**src/hw/rtl/bivariate_gauss_covariance_macros.svh**
```systemverilog
// Assertion macros shared by the bivariate Gaussian covariance block.
`ifndef BIVARIATE_GAUSS_COVARIANCE_MACROS_SVH
`define BIVARIATE_GAUSS_COVARIANCE_MACROS_SVH

// Same-cycle implication, disabled during reset.
`define BGC_ASSERT_NOW(label, ante, cons, msg) \
  label: assert property (@(posedge clk) disable iff (rst) (ante) |-> (cons)) \
    else $error(msg);

// Next-cycle implication, disabled during reset.
`define BGC_ASSERT_NEXT(label, ante, cons, msg) \
  label: assert property (@(posedge clk) disable iff (rst) (ante) |=> (cons)) \
    else $error(msg);

`endif

```
**src/hw/rtl/bgc_pkg.sv**
```systemverilog
// Shared types and constants of the bivariate Gaussian covariance block.
package bgc_pkg;

  localparam int LAG_W = 16;
  localparam int NUM_LAGS = 4;
  localparam int RES_W = 16;
  localparam int DW = 17;
  localparam int TW = 36;
  localparam int MW = 31;
  localparam int KW = 5;
  localparam int HW = 31;
  localparam logic [31:0] LN2_Q32 = 32'd2977044472;
  localparam int TERMS = 12;
  localparam int KR_STEPS = 5;
  localparam int EXP_LAT = KR_STEPS + 3 * TERMS + 1;
  localparam int DIV_STEPS = TW;

  typedef enum logic [1:0] {
    REG_DIM = 2'd0,
    REG_NU  = 2'd1
  } cfg_reg_t;

  typedef struct packed {
    logic            busy;
    logic [DW-1:0]   denom;
    logic [HW-1:0]   root;
  } cfg_state_t;

endpackage

```
**src/hw/rtl/bgc_div.sv**
```systemverilog
// Pipelined restoring divider, one quotient bit per stage, with a side bus.
module bgc_div #(
  parameter int SIDE_W = 38
) (
  input  logic                    clk,
  input  logic                    en,
  input  logic [bgc_pkg::DW-1:0]  rem0,
  input  logic [bgc_pkg::TW-1:0]  low,
  input  logic [bgc_pkg::DW-1:0]  den,
  input  logic [SIDE_W-1:0]       side_in,
  output logic [bgc_pkg::TW-1:0]  quo,
  output logic [SIDE_W-1:0]       side_out
);

  localparam int N = bgc_pkg::DIV_STEPS;

  logic [bgc_pkg::DW-1:0] rem_s  [N+1];
  logic [bgc_pkg::TW-1:0] low_s  [N+1];
  logic [bgc_pkg::TW-1:0] quo_s  [N+1];
  logic [SIDE_W-1:0]      side_s [N+1];

  assign rem_s[0]  = rem0;
  assign low_s[0]  = low;
  assign quo_s[0]  = '0;
  assign side_s[0] = side_in;

  for (genvar j = 0; j < N; j++) begin : g_stage
    logic [bgc_pkg::DW:0] cur;
    logic [bgc_pkg::DW:0] diff;
    logic                 ge;
    assign cur  = {rem_s[j], low_s[j][bgc_pkg::TW-1]};
    assign diff = cur - {1'b0, den};
    assign ge   = (cur >= {1'b0, den});
    always_ff @(posedge clk) begin
      if (en) begin
        rem_s[j+1]  <= ge ? diff[bgc_pkg::DW-1:0] : cur[bgc_pkg::DW-1:0];
        low_s[j+1]  <= {low_s[j][bgc_pkg::TW-2:0], 1'b0};
        quo_s[j+1]  <= {quo_s[j][bgc_pkg::TW-2:0], ge};
        side_s[j+1] <= side_s[j];
      end
    end
  end

  assign quo      = quo_s[N];
  assign side_out = side_s[N];

endmodule

```
**config.mk**
```make
export PLATFORM = sky130hd
export DESIGN_NAME = bgc_div
export DESIGN_NICKNAME = d
export VERILOG_FILES = /design/src/hw/rtl/bivariate_gauss_covariance_macros.svh /design/src/hw/rtl/bgc_pkg.sv /design/src/hw/rtl/bgc_div.sv
export SDC_FILE = /design/constraint.sdc
export NUM_CORES = 2
export LEC_CHECK = 0
export BUFFER_PORTS_ARGS = -buffer_cell sky130_fd_sc_hd__buf_2
export CORE_MARGIN = 4
export CORE_UTILIZATION = 40
export DETAILED_ROUTE_END_ITERATION = 8
export PLACE_DENSITY = 0.52
export SYNTH_ARGS = -nofsm -noshare
export SYNTH_HDL_FRONTEND = slang
export SYNTH_SLANG_ARGS = --single-unit
```
**constraint.sdc**
```tcl
create_clock -name clk -period 6.3 [get_ports clk]
set_clock_uncertainty 0.2 [all_clocks]
set_input_delay 0.63 -clock clk [delete_from_list [all_inputs] [get_ports clk]]
set_output_delay 0.63 -clock clk [all_outputs]
set_load 0.05 [all_outputs]
```
==> reports/results.ini <==
[run_status]
status=completed

[worst_setup_path]
r2r_slack_ns=2.35
path_class=reg2reg
regToRegStartpoint=g_stage[21].cur[0]
rr_worst_depth=10
r2r-end=g_stage[22].cur[2]
arrival_ns=4.39
critPathMaxFanout=14
startpoint=g_stage[21].cur[0]
start_kind=flip-flop
cp-end-kind=flip-flop
crit_required_ns=6.74
endpoint=g_stage[22].cur[2]

[synth]
syn-num-nets=9022
ys_ff_latch=3259
yosysWarnings=0
synth-main-ff-cell=edfxtp_1
yosysTopAreaCellShare_pct=73.6
synth_top_area_cell=edfxtp_1
synth_edf_count=3259
synth.area.top_cells=edfxtp_1 74%, ha_1 5.8%, o21ai_0 1.8%
ys_types=102
ys_seq_area_share_pct=73.6
syn_area_per_cell_um2=16.1
synth_cells=8265
synth.cell_area_um2=133000
postSynth.asyncResetShare_pct=0

[die]
die_x_um=585
num_io_pins=184
die-area_um2=342000
start_util_pct=40.2
die_h_um=585
coreArea_um2=331000
rows=211

[grt]
overflow=0
grt_pass1_wl_um=388000
grt_max_degree=180
grt_antenna_before_repair=8
grt_usage_pct=14.2
first_global_vias=68136

[min_path]
hold_class=in2reg

[timing]
period_needed_ns=3.95
rsz0062_at_grt=no
setup_viol=0
fmax_ghz=0.253
slew_violations=0
timing.slew.headroom_pct=17.1
hold_ws_ns=0.0996
fin_crit_sh_pct=62.7
fin_ws_ns=2.35
finalHoldViolations=0
setup_tns_ns=0
tightest_slew_ns=1.24

[detailed_routing]
first_pass_iters=6
wire_per_inst_um=18.3
first_iter_violations=4946
postRouteAntennaNets=0
drc=0
viasPerCell=5.08
via_count=68446
wl_um=247000

[placement]
dp_cells=12765
dp.final_hpwl_um=157000
place.gp.congestion=0.867
pre_cts_slack_ns=1.40
io_buffers=183

[clock_network]
clock_sinks=3259
root_buffer=clkbuf_16
postCtsResizedCells=0
clock_path_buffers=4
postCtsSetupRepairBufs=0
cts_hold_buf=91
clkSlewWorstSetupHoldPaths_ns=0.06
cts_buffers=352
cts_tree=yes
htreeDepth=5
insertion_delay_ns=0.93

[pwr]
combPwrFrac_pct=29.7
powerDensity_nw_per_um2=474
p_sw_uw=22400
p_leak_uw=0.0545
peakVddDrop_uv=231
clkPwrFrac_pct=27.7
switching_share_pct=31.1
intPower_uw=49600
seqPwrFrac_pct=42.6
p_total_uw=72000

[finish]
drive_gt1_share_pct=12.1
stdcell_count=13483
layout_commonest_cell=edfxtp_1
finish.net_count=9601
final_cell_mix=3,259 x edfxtp_1, 612 x ha_1, 520 x nand2_1
area_delta_synth_final_pct=14.4

[run]
drv_cap=0

==> cell families (layout without fill, tap and decap cells) <==
family                     after synthesis  after routing  synth area share [%]
AOI/OAI and AO/OA                     1811           1811                  8.71
xor gates and xnor gates               431            431                  2.84
adders and majority gates              647            647                  6.29
buffers and inverters                  403           1250                  1.40
DFF                                   3259           3259                  73.6
muxes                                  238            238                  1.99
other                                    0              5                     0
and+or+nand+nor                       1476           1476                  5.15
==> worst max-delay path: stages, from the launching register on <==
cell	delay, ns
edfxtp_1	0.49
inv_1	0.10
ha_1	0.16
inv_1	0.05
fa_1	0.42
a211oi_1	0.34
o21ai_1	0.16
a41oi_1	0.40
o21ai_1	0.23
o41ai_4	0.71
mux2_2	0.41
==> layout make-up <==
type / instances / area, um^2
Antenna cell: 5 / 12.5
Clock buffer: 412 / 9120
Clock inverter: 210 / 2180
Fill cell: 28518 / 178000
Inverter: 213 / 808
Multi-Input combinational cell: 4603 / 33300
Sequential cell: 3259 / 97900
Tap cell: 4366 / 5460
Timing Repair Buffer: 415 / 3300
==> worst min-delay path by stage <==
stage,startpoint,endpoint,depth (start not counted)
2_1_floorplan,low_s[1006],g_stage[10].cur[0],0
3_3_place_gp,side_s[946],side_s[908],0
5_1_grt,den[0],g_stage[12].cur[1],3
3_5_place_dp,low_s[574],g_stage[22].cur[0],0
4_1_cts,den[0],g_stage[12].cur[1],3
6_report,den[0],g_stage[12].cur[1],3
==> per-stage QoR <==
| stage | util (%) | area [um^2] |
|---|---|---|
| floorplan | - | 133000 |
| global placement | 42.3 | 140000 |
| detailed placement | 42.3 | 140000 |
| CTS | 46.0 | 152000 |
| global route | 46.0 | 152000 |
| finish | 46.0 | 152000 |
==> flip-flops by register name (all words and copies together) (netlist names) <==
| register | flops |
|---|---|
| side_out | 38 |
| quo | 36 |
| low_s | 595 |
| quo_s | 630 |
| side_s | 1330 |
| g_stage.cur | 630 |
==> cell usage after synthesis (19+ instances only) <==
cell type / count
edfxtp_1: 3259
ha_1: 612
nand2_1: 520
o21ai_0: 490
a21oi_1: 480
nor2_1: 402
xnor2_1: 252
inv_1: 208
mux2_2: 204
a21o_1: 190
xor2_1: 179
o21a_1: 95
nand3_1: 92
nor3_1: 91
clkbuf_1: 83
buf_4: 81
a211oi_1: 76
nand4_1: 72
nand2b_1: 65
nor2b_1: 57
a31oi_1: 56
o31ai_1: 53
o21bai_1: 52
fa_1: 35
or3_1: 28
and3_1: 27
mux2i_1: 27
a211o_1: 26
a21boi_0: 26
o211ai_1: 26
a2111oi_0: 25
and2_1: 22
a41oi_1: 21
buf_2: 21
nor3b_1: 19
o31a_1: 19
==> power groups by stage <==
stage | sequential (uW) | combinational, uW | clock, uW
after floorplan | 30000 | 16500 | 0
after global placement | 31100 | 20900 | 0
after detailed placement | 31100 | 21200 | 0
after CTS | 30700 | 21400 | 20800
after global routing | 30900 | 24100 | 21700
final | 30700 | 21400 | 20000
==> metal layers <==
layer  vias up  part of all wire [%]  GRT usage, %
met5         -                     0             0
met3       483                   4.4          2.09
met2      1395                    44          21.6
met4         0                   3.1          4.91
met1     33297                    48          20.9
li1      33271                     -             -
Note: power is estimated with default switching activity, not from simulation.
