<file path="src/hw/rtl/bivariate_gauss_covariance_macros.svh">
// Assertion macros shared by the bivariate Gaussian covariance block.
`ifndef BIVARIATE_GAUSS_COVARIANCE_MACROS_SVH
`define BIVARIATE_GAUSS_COVARIANCE_MACROS_SVH

// Same-cycle implication, disabled during reset.
`define BGC_ASSERT_NOW(label, ante, cons, msg) \
  label: assert property (@(posedge clk) disable iff (rst) (ante) |-> (cons)) \
    else $error(msg);

// Next-cycle implication, disabled during reset.
`define BGC_ASSERT_NEXT(label, ante, cons, msg) \
  label: assert property (@(posedge clk) disable iff (rst) (ante) |=> (cons)) \
    else $error(msg);

`endif

</file>
<file path="src/hw/rtl/bgc_pkg.sv">
// Shared types and constants of the bivariate Gaussian covariance block.
package bgc_pkg;

  localparam int LAG_W = 16;
  localparam int NUM_LAGS = 4;
  localparam int RES_W = 16;
  localparam int DW = 17;
  localparam int TW = 36;
  localparam int MW = 31;
  localparam int KW = 5;
  localparam int HW = 31;
  localparam logic [31:0] LN2_Q32 = 32'd2977044472;
  localparam int TERMS = 12;
  localparam int KR_STEPS = 5;
  localparam int EXP_LAT = KR_STEPS + 3 * TERMS + 1;
  localparam int DIV_STEPS = TW;

  typedef enum logic [1:0] {
    REG_DIM = 2'd0,
    REG_NU  = 2'd1
  } cfg_reg_t;

  typedef struct packed {
    logic            busy;
    logic [DW-1:0]   denom;
    logic [HW-1:0]   root;
  } cfg_state_t;

endpackage

</file>
<file path="src/hw/rtl/bgc_lane.sv">
// One component lane: squares a lag component, or zero when the lane is unused, and passes it on.
module bgc_lane (
  input  logic                               clk,
  input  logic                               en,
  input  logic                               use_it,
  input  logic signed [bgc_pkg::LAG_W-1:0]   lag,
  output logic        [2*bgc_pkg::LAG_W-2:0] sq,
  output logic signed [bgc_pkg::LAG_W-1:0]   x
);

  logic signed [bgc_pkg::LAG_W-1:0]   xv;
  logic signed [2*bgc_pkg::LAG_W-1:0] prod;

  assign xv = use_it ? lag : '0;
  assign prod = xv * xv;

  always_ff @(posedge clk) begin
    if (en) begin
      sq <= prod[2*bgc_pkg::LAG_W-2:0];
      x  <= xv;
    end
  end

endmodule

</file>
<file path="config.mk">
export PLATFORM = sky130hd
export DESIGN_NAME = bgc_lane
export DESIGN_NICKNAME = d
export VERILOG_FILES = /design/src/hw/rtl/bivariate_gauss_covariance_macros.svh /design/src/hw/rtl/bgc_pkg.sv /design/src/hw/rtl/bgc_lane.sv
export SDC_FILE = /design/constraint.sdc
export NUM_CORES = 1
export LEC_CHECK = 0
export BUFFER_PORTS_ARGS = -buffer_cell sky130_fd_sc_hd__clkbuf_2
export CORE_MARGIN = 2
export CORE_UTILIZATION = 58
export CTS_CLUSTER_DIAMETER = 80
export DETAILED_ROUTE_END_ITERATION = 16
export GPL_ROUTABILITY_DRIVEN = 0
export PLACE_DENSITY = 0.9
export SYNTH_ARGS = -nofsm -noshare
export SYNTH_HDL_FRONTEND = slang
export SYNTH_SLANG_ARGS = --single-unit
</file>
<file path="constraint.sdc">
create_clock -name clk -period 7.7 [get_ports clk]
set_input_delay 1.54 -clock clk [delete_from_list [all_inputs] [get_ports clk]]
set_output_delay 1.54 -clock clk [all_outputs]
set_load 0.05 [all_outputs]
</file>
==> metrics.log <==
[metrics] compound-cell area share of the yosys netlist: under 10%
[metrics] syn avg cell area: between 9 and 10 µm²
[metrics] area of the die: 19000 µm²
[metrics] number of design rule violations left after detail routing: 0
[metrics] count of yosys warnings during synthesis: 0
[metrics] Final Max Slew Viols: 0
[metrics] Global Route Usage Sum: 27.9%
[metrics] post-placement worst setup slack: approximately 0.013 ns
[metrics] Gate Count Post-Synth: between 1000 and 1500
[metrics] ranking of synthesized cells by area: sky130_fd_sc_hd__fa_1 (44%), sky130_fd_sc_hd__edfxtp_1 (13%), sky130_fd_sc_hd__inv_1 (12%)
[metrics] sequential area share after synthesis: between 10 and 15%
[metrics] total negative slack for setup checks: 0 ns
[metrics] Pre-Repair DR Iteration Count: 7
[metrics] Die Width: about 140 µm
[metrics] maximum VDD drop: a little under 0.0006 V
[metrics] post-synth net total: 1405
[metrics] Starting Density: around three fifths
[metrics] fin crit share: between 90% and 100%
[metrics] CP startpoint kind: input pin
[metrics] placed instance area: around 11000 µm²
[metrics] setup repair bufs after CTS: 0
[metrics] hpwl dp: around 21000 µm
[metrics] top library cells by usage in the layout, fill and taps aside: sky130_fd_sc_hd__inv_1 (330), sky130_fd_sc_hd__fa_1 (228), sky130_fd_sc_hd__nand2_1 (82), sky130_fd_sc_hd__ha_1 (82), sky130_fd_sc_hd__clkbuf_2 (64)
[metrics] total wirelength of the detailed-routed design: ~25000 µm
[metrics] buffers from clock root to sink, at most: 2
[metrics] actual transition at the worst max-transition pin: 0.623 ns
[metrics] Final WS setup: about 0.24 ns
[metrics] worst hold endpoint: sq[0]$_DFFE_PP_
[metrics] dominant combinational cell family by area after synthesis: adder cells
[metrics] Hold Path Class: input pin to flop
[metrics] CTS tree: yes
[metrics] number of global-route vias before repair: 8922
[metrics] Top-Level Pins: 66
[metrics] aggregate global routing overflow: 0
[metrics] final hold violation count: 0
[metrics] distinct cell type count after synthesis: 52
[metrics] final antenna-violating net count: 0
[metrics] wire length of the first global-routing pass: 41800 µm
[metrics] number of buffers and inverters on the critical path: 4
[metrics] CP cell instances: clkbuf_2, and2_1, nand2_1, fa_1, fa_1, fa_1, inv_1, fa_1, fa_1, inv_1, fa_1, inv_1, ha_1, o2111ai_1, a211oi_2, a22oi_2, or4_4, a32oi_2, xor2_1
[metrics] data required time of the worst path: about 7.8 ns
[metrics] layout cells sized above 1: 10.1%
[metrics] via count: 7811
[metrics] footprint of the multi-input gates: ~7600 µm²
[metrics] H-tree depth: 2
[metrics] Max stage delay on crit path: around 0.59 ns
[metrics] unrepaired setup endpoints after global routing: no
[metrics] core area: between 15000 and 20000 µm²
[metrics] max_cap viols: 0
[metrics] cell type of the slowest stage on the worst timing path: sky130_fd_sc_hd__or4_4
[metrics] CTS sink count: 45
[metrics] number of buffers inserted during clock tree synthesis: 5
[metrics] number of filler instances in the final layout: ~1400
[metrics] pin count of the biggest net entering global routing: 46
[metrics] critical path endpoint category: flop
[metrics] EDFF count, synth: between 40 and 50
[metrics] post-synthesis share of cell area spent on full adders, half adders and majority gates: 53.7%
[metrics] leakage power summed over all cells: approximately 0.0059 µW
[metrics] post-synthesis cell type with the largest combined area: sky130_fd_sc_hd__fa_1
[metrics] fraction of synthesized area in multiplexers: 0.312%
[metrics] Die Y: 138 µm
[metrics] Root Buffer Master: sky130_fd_sc_hd__clkbuf_16
[metrics] dominant delay contributor by cell family on the critical path: adder cells
[metrics] IO Port Bufs: 64
[metrics] maximum achievable frequency: around 130 MHz
[metrics] count of placed standard cells including taps: ~1400
[metrics] share of async-settable or async-resettable flops after synthesis: 0%
[metrics] netlist area before placement: approximately 10000 µm²
[metrics] critical path's most frequent cell: sky130_fd_sc_hd__fa_1
[metrics] xor/xnor share of the synthesized area: 3.20%
[metrics] normalized max-slew margin: between 50% and 60%
[metrics] outcome: finished, final reports clean
[metrics] number of diodes: 0
[metrics] CP Data Arrival Time: 7.51 ns
[metrics] CP Max Fanout: 23
[metrics] total power density per cell area: between 400 and 500 nW/µm²
[metrics] Site Rows: between 40 and 50
[metrics] clock transition time at the flip-flop clock pins of the worst setup and hold paths: ~0.070 ns
[metrics] type of the setup path with the least slack: input pin to flop
[metrics] Period minus WS final: approximately 7.5 ns
[metrics] net total in the final layout: between 1000 and 1500
[metrics] Main synth FF type: sky130_fd_sc_hd__edfxtp_1
[metrics] post-synthesis simple-gate area fraction: roughly a tenth
[metrics] Min-Delay Startpoint: lag[0]
[metrics] area overhead of the layout relative to synthesis: 8.12%
[metrics] top-area cell type share of the netlist area: approximately 44%
[metrics] final cell count without fillers: 1370
[metrics] antenna violations before repair: 1
[metrics] final setup violation count: 0
[metrics] most common cell after layout, fill and taps aside: sky130_fd_sc_hd__inv_1
[metrics] cell area after layout: between 10000 and 15000 µm²
[metrics] Min Hold Slack: approximately 1.8 ns
[metrics] via count normalized by instance count: around 5.7
[metrics] FF/Latch Area: roughly 1400 µm²
[metrics] WL/cell: roughly 18 µm
[metrics] First DRT Iteration DRCs: roughly 680
[metrics] cell count of the worst hold path: 2
[metrics] #FFs+latches synth: 45
synthesized netlist by cell type, drive strengths merged (2+ instances only):
master	count
xnor2	29
mux2	2
o21a	3
nor2b	3
a21o	7
a211oi	4
nor3	3
o21bai	3
or4	2
buf	5
nand2b	9
nand4	2
nor2	32
o41ai	2
ha	82
a21oi	31
and2	17
o211ai	8
nand3	6
nand2	82
clkbuf	35
and3	56
a31o	4
or3	2
edfxtp	45
inv	330
o21ai	16
fa	228
xor2	9
per-stage QoR:
stage / utilization (%) / total power, µW
2_1_floorplan: - / 3550
3_3_place_gp: 62.4 / 4160
3_5_place_dp: 62.4 / 4370
4_1_cts: 63.3 / 4640
5_1_grt: 63.3 / 5110
6_report: 63.3 / 4680
logic make-up (layout without fill, tap and decap cells):
kind of cell / Yosys count / after routing
AOI/OAI and AO/OA: 91 / 91
xor gates and xnor gates: 38 / 38
adders and majority gates: 310 / 310
buffers and inverters: 370 / 435
DFF: 45 / 45
muxes: 3 / 3
other: 1 / 1
and+or+nand+nor: 218 / 218
routing by layer:
metal / global-route usage [%] / vias up / part of all wire [%]
met5: 0 / - / 0.060
met4: 17.6 / 2 / 7.2
met3: 4.05 / 160 / 6.5
met1: 29.2 / 3899 / 32
li1: - / 3345 / -
met2: 52.3 / 405 / 54
power breakdown:
part / leakage [µW] / internal, µW / switching (µW)
logic: 0.00543 / 1530 / 2370
registers: 0.000438 / 494 / 23.7
clock network: 0.0000810 / 154 / 105
total: 0.00595 / 2180 / 2500
sequential cells by signal, summed over array words and instances, names as in the netlist:
name,count
sq,30
x,15
cell type report:
| class | count | share of cell area (%) |
|---|---|---|
| multi-input cells | 661 | 67.9 |
| flip-flops and latches | 45 | 12.0 |
| inverters | 330 | 11.0 |
| repair buffers | 97 | 5.04 |
| well taps | 229 | 2.54 |
| clock buffers | 6 | 1.14 |
| clock inverters | 2 | 0.344 |
what timing repair did:
item / CTS / global route
resized for setup: 0 / 1
hold buffers: 0 / 0
endpoints found under the setup margin: 0 / 1
worst max path at each step:
stage	startpoint	end	slack [ns]	cells past startpoint
global placement	use_it	sq[29]$_DFFE_PP_	0.20	19
global route	use_it	sq[27]$_DFFE_PP_	0.007	19
detailed placement	use_it	sq[28]$_DFFE_PP_	0.01	20
finish	use_it	sq[27]$_DFFE_PP_	0.24	19
floorplan	lag[15]	sq[28]$_DFFE_PP_	0.18	22
CTS	use_it	sq[27]$_DFFE_PP_	0.32	19
Power figures use the tool's default switching activity.
