### config.mk
export PLATFORM = sky130hd
export DESIGN_NAME = bgc_cfg
export DESIGN_NICKNAME = d
export VERILOG_FILES = /design/src/hw/rtl/bivariate_gauss_covariance_macros.svh /design/src/hw/rtl/bgc_pkg.sv /design/src/hw/rtl/bgc_cfg.sv
export SDC_FILE = /design/constraint.sdc
export NUM_CORES = 1
export LEC_CHECK = 0
export ABC_CLOCK_PERIOD_IN_PS = 22200
export BUFFER_PORTS_ARGS = -buffer_cell sky130_fd_sc_hd__buf_4
export CORE_MARGIN = 5
export CORE_UTILIZATION = 41
export CTS_CLUSTER_DIAMETER = 50
export DETAILED_ROUTE_END_ITERATION = 8
export PLACE_DENSITY = 0.59
export SYNTH_ARGS = -nofsm -noshare
export SYNTH_HDL_FRONTEND = slang
export SYNTH_SLANG_ARGS = --single-unit
export TNS_END_PERCENT = 10
### constraint.sdc
create_clock -name clk -period 22.2 [get_ports clk]
set_clock_uncertainty 0.15 [all_clocks]
set_input_delay 0 -clock clk [delete_from_list [all_inputs] [get_ports clk]]
set_output_delay 0 -clock clk [all_outputs]
set_load 0.01 [all_outputs]
### src/hw/rtl/bivariate_gauss_covariance_macros.svh
// Assertion macros shared by the bivariate Gaussian covariance block.
`ifndef BIVARIATE_GAUSS_COVARIANCE_MACROS_SVH
`define BIVARIATE_GAUSS_COVARIANCE_MACROS_SVH

// Same-cycle implication, disabled during reset.
`define BGC_ASSERT_NOW(label, ante, cons, msg) \
  label: assert property (@(posedge clk) disable iff (rst) (ante) |-> (cons)) \
    else $error(msg);

// Next-cycle implication, disabled during reset.
`define BGC_ASSERT_NEXT(label, ante, cons, msg) \
  label: assert property (@(posedge clk) disable iff (rst) (ante) |=> (cons)) \
    else $error(msg);

`endif

### src/hw/rtl/bgc_pkg.sv
// Shared types and constants of the bivariate Gaussian covariance block.
package bgc_pkg;

  localparam int LAG_W = 16;
  localparam int NUM_LAGS = 4;
  localparam int RES_W = 16;
  localparam int DW = 17;
  localparam int TW = 36;
  localparam int MW = 31;
  localparam int KW = 5;
  localparam int HW = 31;
  localparam logic [31:0] LN2_Q32 = 32'd2977044472;
  localparam int TERMS = 12;
  localparam int KR_STEPS = 5;
  localparam int EXP_LAT = KR_STEPS + 3 * TERMS + 1;
  localparam int DIV_STEPS = TW;

  typedef enum logic [1:0] {
    REG_DIM = 2'd0,
    REG_NU  = 2'd1
  } cfg_reg_t;

  typedef struct packed {
    logic            busy;
    logic [DW-1:0]   denom;
    logic [HW-1:0]   root;
  } cfg_state_t;

endpackage

### src/hw/rtl/bgc_cfg.sv
// Configuration registers and the derived denominator and root factor.
module bgc_cfg #(
  parameter int MAX_DIM = 4
) (
  input  logic                               clk,
  input  logic                               rst,
  input  logic                               cfg_valid,
  output logic                               cfg_ready,
  input  logic [1:0]                         cfg_index,
  input  logic [15:0]                        cfg_data,
  output logic [$clog2(MAX_DIM+1)-1:0]       deff,
  output bgc_pkg::cfg_state_t                st
);

  localparam int DEW = $clog2(MAX_DIM + 1);

  typedef enum logic [1:0] {ST_LOAD, ST_DIV, ST_SQRT, ST_IDLE} state_t;

  state_t                 state;
  logic [2:0]             dim_reg;
  logic [15:0]            nu_reg;
  logic [bgc_pkg::DW-1:0] den;
  logic [45:0]            num;
  logic [bgc_pkg::DW-1:0] rem;
  logic [29:0]            quo;
  logic [5:0]             cnt;
  logic [63:0]            sv;
  logic [63:0]            sres;
  logic [63:0]            sbit;
  logic [bgc_pkg::HW-1:0] root;

  logic [bgc_pkg::DW:0]   cur;
  logic                   ge;
  logic [bgc_pkg::DW:0]   diff;
  logic [29:0]            quo_next;
  logic [63:0]            trial;
  logic                   sge;
  logic [63:0]            sres_next;

  always_comb begin
    if (dim_reg == 3'd0) begin
      deff = DEW'(1);
    end else if (int'(dim_reg) > MAX_DIM) begin
      deff = DEW'(MAX_DIM);
    end else begin
      deff = DEW'(dim_reg);
    end
  end

  assign cur       = {rem, num[45]};
  assign ge        = (cur >= {1'b0, den});
  assign diff      = cur - {1'b0, den};
  assign quo_next  = {quo[28:0], ge};
  assign trial     = sres + sbit;
  assign sge       = (sv >= trial);
  assign sres_next = sge ? (sres >> 1) + sbit : sres >> 1;

  always_ff @(posedge clk) begin
    if (rst) begin
      state   <= ST_LOAD;
      dim_reg <= 3'd4;
      nu_reg  <= 16'd256;
    end else begin
      unique case (state)
        ST_LOAD: begin
          den   <= bgc_pkg::DW'({deff, 8'h00}) + bgc_pkg::DW'(nu_reg);
          num   <= {nu_reg, 30'b0};
          rem   <= '0;
          quo   <= '0;
          cnt   <= 6'd45;
          state <= ST_DIV;
        end
        ST_DIV: begin
          rem <= ge ? diff[bgc_pkg::DW-1:0] : cur[bgc_pkg::DW-1:0];
          quo <= quo_next;
          num <= {num[44:0], 1'b0};
          cnt <= cnt - 6'd1;
          if (cnt == 6'd0) begin
            sv    <= {4'b0, quo_next, 30'b0};
            sres  <= '0;
            sbit  <= 64'd1 << 62;
            cnt   <= 6'd31;
            state <= ST_SQRT;
          end
        end
        ST_SQRT: begin
          if (sge) begin
            sv <= sv - trial;
          end
          sres <= sres_next;
          sbit <= sbit >> 2;
          cnt  <= cnt - 6'd1;
          if (cnt == 6'd0) begin
            root  <= sres_next[bgc_pkg::HW-1:0];
            state <= ST_IDLE;
          end
        end
        ST_IDLE: begin
          if (cfg_valid) begin
            unique case (cfg_index)
              bgc_pkg::REG_DIM: dim_reg <= cfg_data[2:0];
              bgc_pkg::REG_NU:  nu_reg  <= cfg_data;
              default: ;
            endcase
            state <= ST_LOAD;
          end
        end
        default: state <= ST_LOAD;
      endcase
    end
  end

  assign cfg_ready = (state == ST_IDLE);
  assign st.busy   = (state != ST_IDLE);
  assign st.denom  = den;
  assign st.root   = root;

endmodule
==> results of run 1 <==
## per-layer routing
| layer | vias to the layer above | share of wire (%) | GRT usage (%) |
|---|---|---|---|
| met5 | - | 0 | 0 |
| met4 | 0 | 2.5 | 5.61 |
| met3 | 92 | 4.1 | 2.36 |
| met2 | 346 | 45 | 29.3 |
| met1 | 7974 | 49 | 27.4 |
| li1 | 8230 | - | - |
## cell families (layout without fill, tap and decap cells)
group / Yosys count / count (layout)
fa+ha+maj: 158 / 158
mux: 58 / 58
simple gates: 743 / 743
xor+xnor: 199 / 199
compound gates: 566 / 566
flops: 297 / 297
buf+inv: 156 / 279
other cells: 0 / 1
## power groups by stage
stage	Sequential, W	Clock [W]	Combinational [W]
floorplan	0.000956	0	0.00178
global placement	0.000995	0	0.00227
detailed placement	0.00100	0	0.00228
CTS	0.000990	0.000722	0.00230
global route	0.00101	0.000750	0.00255
finish	0.000991	0.000705	0.00231
## cells in the final DEF (no fill, tap or decap), types with 16 or more instances in the layout
master           n
a31oi_1         59
mux2i_1         18
nand2_1        203
and3_1          16
mux2_2          40
ha_1           153
o21a_1          19
nor3_1          44
dfxtp_1         21
edfxtp_1       276
dlygate4sd3_1   51
nand3_1         36
nand2b_1        17
a21oi_1        141
and2_1         108
xnor2_1         96
nand4_1         52
xor2_1         103
o21ai_1         31
a21o_1          63
o21bai_1        19
o21ai_0         89
buf_4           85
nor2_1         185
nor2b_1         21
inv_1           59
a211oi_1        27
clkbuf_16       45
## worst min-delay path: stages
cell,delay (ps)
dlygate4sd3_1,530
buf_4,100
nand2_1,60
a21oi_1,120
## how the worst min path moves through the flow
stage	from	endpoint	slack (ps)	cells past startpoint
after floorplan	cfg_data[2]	dim_reg[2]	-30	1
after global placement	cfg_data[8]	nu_reg[8]	70	3
after detailed placement	cfg_data[8]	nu_reg[8]	70	3
after CTS	cfg_data[3]	nu_reg[3]	110	4
after global routing	cfg_data[3]	nu_reg[3]	170	4
final	cfg_data[3]	nu_reg[3]	140	4
## timing repair
action	CTS	global route
hold endpoints to repair	36	0
endpoints found under the setup margin	0	0
hold buffers	51	0
## area by class of cell
class,instances,share of cell area [%]
antenna,1,0.0103
clock inverter,34,1.43
sequential,297,35.9
timing repair buffer,136,4.74
clock buffer,47,4.67
multi-input combinational,1724,48.8
inverter,62,0.960
tap,680,3.51
## stage by stage
stage               utilization, %  power (W)  area [um2]
global route                  47.5    0.00431       24200
CTS                           47.5    0.00401       24200
floorplan                        -    0.00273       21100
global placement              43.6    0.00327       22300
finish                        47.5    0.00400       24200
detailed placement            43.6    0.00328       22300
==> reports/metrics.cfg, run 1 <==
[placed_design]
io_buffer_count=73
place_ws_ps=14850
post-place-cells=2848
gp_congestion=0.871
dp_hpwl_um=39600

[synth]
synth_compound_area_share_pct=17.8
synth_area_mm2=0.0211
synthFlopType=edfxtp_1
synthCells=2177
synth.most_common_cell=edfxtp_1
ys_seq_area_share_pct=41.3
synth_top_family_by_area=compound AO/OA/AOI/OAI gates
synth_xor_area_share_pct=8.26
ys_ff_latch=297
yosys.area.top_type=edfxtp_1
synth_nets=2356
synthSimpleGateAreaFrac_pct=17.3
synthArstFlopShare_pct=0
synth_edf_count=276
synth_area_leaders=edfxtp_1, ha_1, xor2_1, xnor2_1, nand2_1
synth-adder-area-share_pct=9.48
synth_top_area_share_pct=39.3
syn_avg_cell_area_um2=9.69
ys_top_cells_by_count=edfxtp_1, nand2_1, nor2_1
synthDistinctLibCells=87
synthMuxAreaShare_pct=2.99
yosys_warnings=0

[clock_tree]
cts_tree=built
root_buffer=clkbuf_16
cts_inserted_buffers=45
post_cts_resized=0
clkLatencyLatePin_ps=570
numClockSinks=297
cts.clk_slew.worst_paths_ps=60
cts_setup_buffers=0
htreeDepth=2
clockBufferDepth=3

[worst_setup_path]
crit_end=sv[22]
critPathRequiredTime_ps=22260
arrival_ps=7380
rr_endpoint=sv[22]
regToRegStartpoint=sres[14]
crit_fanout=48
slowest_stage=a21oi_4
ff2ff_setup_slack_ps=14880
r2r_cells=22
critPathKind=reg -> reg
crit_cells=22
crit_family=compound AO/OA/AOI/OAI gates
crit_start=sres[14]
cpPeakStageDelay_ps=920
crit_chain=ha_1, nand4_1, or2_1, nor4b_1, o21a_1, nor2_1, o21ai_0, a21o_1, a211oi_1, o21bai_1, xnor2_1, ha_1, and4_1, and3_1, a22o_1, a31o_1, o31ai_1, a31oi_1, nor2_4, buf_4, a21oi_4, buf_4
critPathLaunchType=register
path_buf_inv=2
endpoint_kind=register

[power_and_ir_drop]
p_leak_nw=9.19
p_seq_share_pct=24.8
p_sw_w=0.00182
pwr-share-clk_pct=17.6
power.density_mw_per_mm2=165
combPwrFrac_pct=57.6
p_int_w=0.00219
swShare_pct=45.4
peakVddDrop_v=0.000118

[timing]
fmax_ghz=0.137
worst_slack_ps=14880
worstMarginPinSlew_ps=1180
hold_viol_final=0
fin_setup_tns_ps=0
fin_crit_sh_pct=33.0
period_needed_ps=7320
whs_ps=136
grt_setup_unrepaired=false
maxSlewViolCount=0
relSlewSlack_pct=21.5
setup_viol=0

[routing]
avgRoutedWirePerCell_um=18.3
wl_um=54700
drtAntennaViolNets=0
via_per_inst=5.58
drt_pass1_iterations=5
drc=0
via_count=16600
drt_iter0_drc=1101

[die]
die_area_mm2=0.0561
pin_count=74
fp-row-count=83
initial_utilization_pct=41.3
core_area_mm2=0.0511
chipHeight_um=237
die_x_um=237

[layout]
fin_cells=2981
multiInputGateArea_mm2=0.0118
drive_gt1_share_pct=10.8
nets=2445
top_regs=sres x64, sv x64, sbit x32
layout.area.seq_mm2=0.00871
fillers=4875
area_growth_pct=15.0

[hold_path]
hp-class=in -> reg

[global_route]
grt_start_max_net_pins=72
grt_pass1_wl_um=87300
track_usage_pct=18.8
grt_overflow_total=0
antenna_found_initial=1
grt_pass1_vias=16100

[run]
cap_violations=0

[status]
outcome=complete, no violations

Power figures use the tool's default switching activity.
==> inputs of run 2 (changes only) <==
- ABC_CLOCK_PERIOD_IN_PS: 22200 -> 6100
- PLACE_DENSITY: 0.59 -> 0.61
- clock period: 22.2 -> 6.1 ns (I/O delays scaled with it)
==> run 2 against run 1 <==
  * Clock power rose to 3.5 times the previous value
  * Via count rose by 1.8%
  * Hold slack improved by 4.9 ps
  * Sequential share of layout area down 0.56 points
  * Register-to-register slack worse by 15000 ps
  * Global-route usage is 0.69 points higher
  * Clock-buffer cell count grew 4
  * Final cell count increased by 1.1%
  * Total power grew to 3.7 times the previous value
  * Die area stayed put
==> reports/metrics.cfg, run 2 (synthesis gave the netlist of run 1 again) <==
[status]
outcome=complete, no violations

[clock_tree]
clockBufferDepth=3
numClockSinks=297
cts_tree=built
cts_inserted_buffers=43
clkLatencyLatePin_ps=580
root_buffer=clkbuf_16
htreeDepth=2
cts.clk_slew.worst_paths_ps=60

[hold_path]
hp-class=in -> reg
hp-start=cfg_data[2]
holdPathStages=4

[timing]
fin_crit_sh_pct=96.8
setup_viol=0
maxSlewViolCount=0
fin_setup_tns_ps=0
worstMarginPinSlew_ps=1200
period_needed_ps=5900
relSlewSlack_pct=19.7
fmax_ghz=0.169
hold_viol_final=0
whs_ps=141

[global_route]
antenna_found_initial=0
grt_start_max_net_pins=96
grt_pass1_vias=16400
grt_pass1_wl_um=89400
grt_overflow_total=0
track_usage_pct=19.5

[worst_setup_path]
critPathRequiredTime_ps=6240
crit_chain=ha_2, nand4_1, or3_4, nor2_1, o311a_1, nor2_1, a211o_1, a21bo_1, o311ai_4, a31oi_1, xor2_1, ha_1, and2_2, and3_1, a21oi_1, o21a_1, o21ai_0, buf_4, or2_2, buf_4, o21ai_1, xor2_1, nor2_1
crit_cells=23
critPathKind=reg -> reg
cpPeakStageDelay_ps=430
endpoint_kind=register
crit_fanout=18
path_buf_inv=2
r2r_cells=23
critPathLaunchType=register
crit_family=compound AO/OA/AOI/OAI gates
crit_path_frequent_cell=nor2_1
crit_start=sbit[24]
regToRegStartpoint=sbit[24]
slowest_stage=edfxtp_1
arrival_ps=6040

[layout]
final_cell_mix=edfxtp_1, nand2_1, nor2_1, ha_1, a21oi_1
layout_commonest_cell=edfxtp_1
multiInputGateArea_mm2=0.0119
nets=2480
area_growth_pct=16.8
final_area_mm2=0.0246
drive_gt1_share_pct=12.7
fillers=4714
layout.area.seq_mm2=0.00871
top_regs=sres x64, sv x64, sbit x32
diodes=0

[routing]
drt_iter0_drc=1431
via_per_inst=5.62
drtAntennaViolNets=0
wl_um=56900
via_count=16900
avgRoutedWirePerCell_um=18.9
drt_pass1_iterations=5
drc=0

[power_and_ir_drop]
swShare_pct=45.3
p_sw_w=0.00672
combPwrFrac_pct=59.1
p_leak_nw=9.40
p_int_w=0.00813
power.density_mw_per_mm2=603
peakVddDrop_v=0.000231
p_seq_share_pct=24.0
pwr-share-clk_pct=16.8

[die]
pin_count=74
die_x_um=237
initial_utilization_pct=41.3
fp-row-count=83
die_area_mm2=0.0561
chipHeight_um=237
core_area_mm2=0.0511

[placed_design]
io_buffer_count=73
dpl_cell_area_mm2=0.0226
gp_congestion=0.889
dp_hpwl_um=41500

[run]
cap_violations=0

## run 2: layout make-up
class,count,area share (%)
clock inverters,28,1.29
multi-input cells,1724,48.3
flip-flops and latches,297,35.4
clock buffers,51,4.61
inverters,62,0.945
repair buffers,173,6.01
well taps,680,3.45
## run 2: power groups by stage
stage / registers [W] / logic, W / clock network, W
after CTS: 0.00356 / 0.00868 / 0.00256
after floorplan: 0.00347 / 0.00648 / 0
after global placement: 0.00359 / 0.00853 / 0
final: 0.00356 / 0.00878 / 0.00250
after detailed placement: 0.00359 / 0.00859 / 0
after global routing: 0.00362 / 0.00964 / 0.00265
## run 2: worst paths after layout
check	endpoint	slack (ps)
worst max-delay path	sres[57]	200
worst min-delay path	nu_reg[2]	140
worst max register to register	sres[57]	200
worst min register to register	den[1]	310
## run 2: what timing repair did
item,in CTS,in global routing
hold buffers,51,0
buffers inserted,0,1
gates resized for setup,0,14
endpoints found under the hold margin,30,0
endpoints found under the setup margin,0,150
## run 2: stage by stage
step	std cells	total power, W	setup slack [ps]	utilization [%]
floorplan	2177	0.00995	4.60	-
global placement	2884	0.0121	133	44.2
detailed placement	2884	0.0122	96.6	44.2
CTS	3014	0.0148	62.4	48.1
global route	3015	0.0159	-0.620	48.2
finish	3015	0.0148	197	48.2
## run 2: tightest hold or removal path: stages
cell and delay [ps]:
dlygate4sd3_1 540, buf_4 120, nand2_1 70, a21oi_1 110
## run 2: routing by layer
layer / share of wire [%] / track usage (%) / vias to the layer above
li1: - / - / 8299
met1: 47 / 27.9 / 8097
met2: 45 / 30.9 / 473
met3: 5.4 / 2.67 / 75
met4: 2.6 / 5.72 / 0
met5: 0 / 0 / -
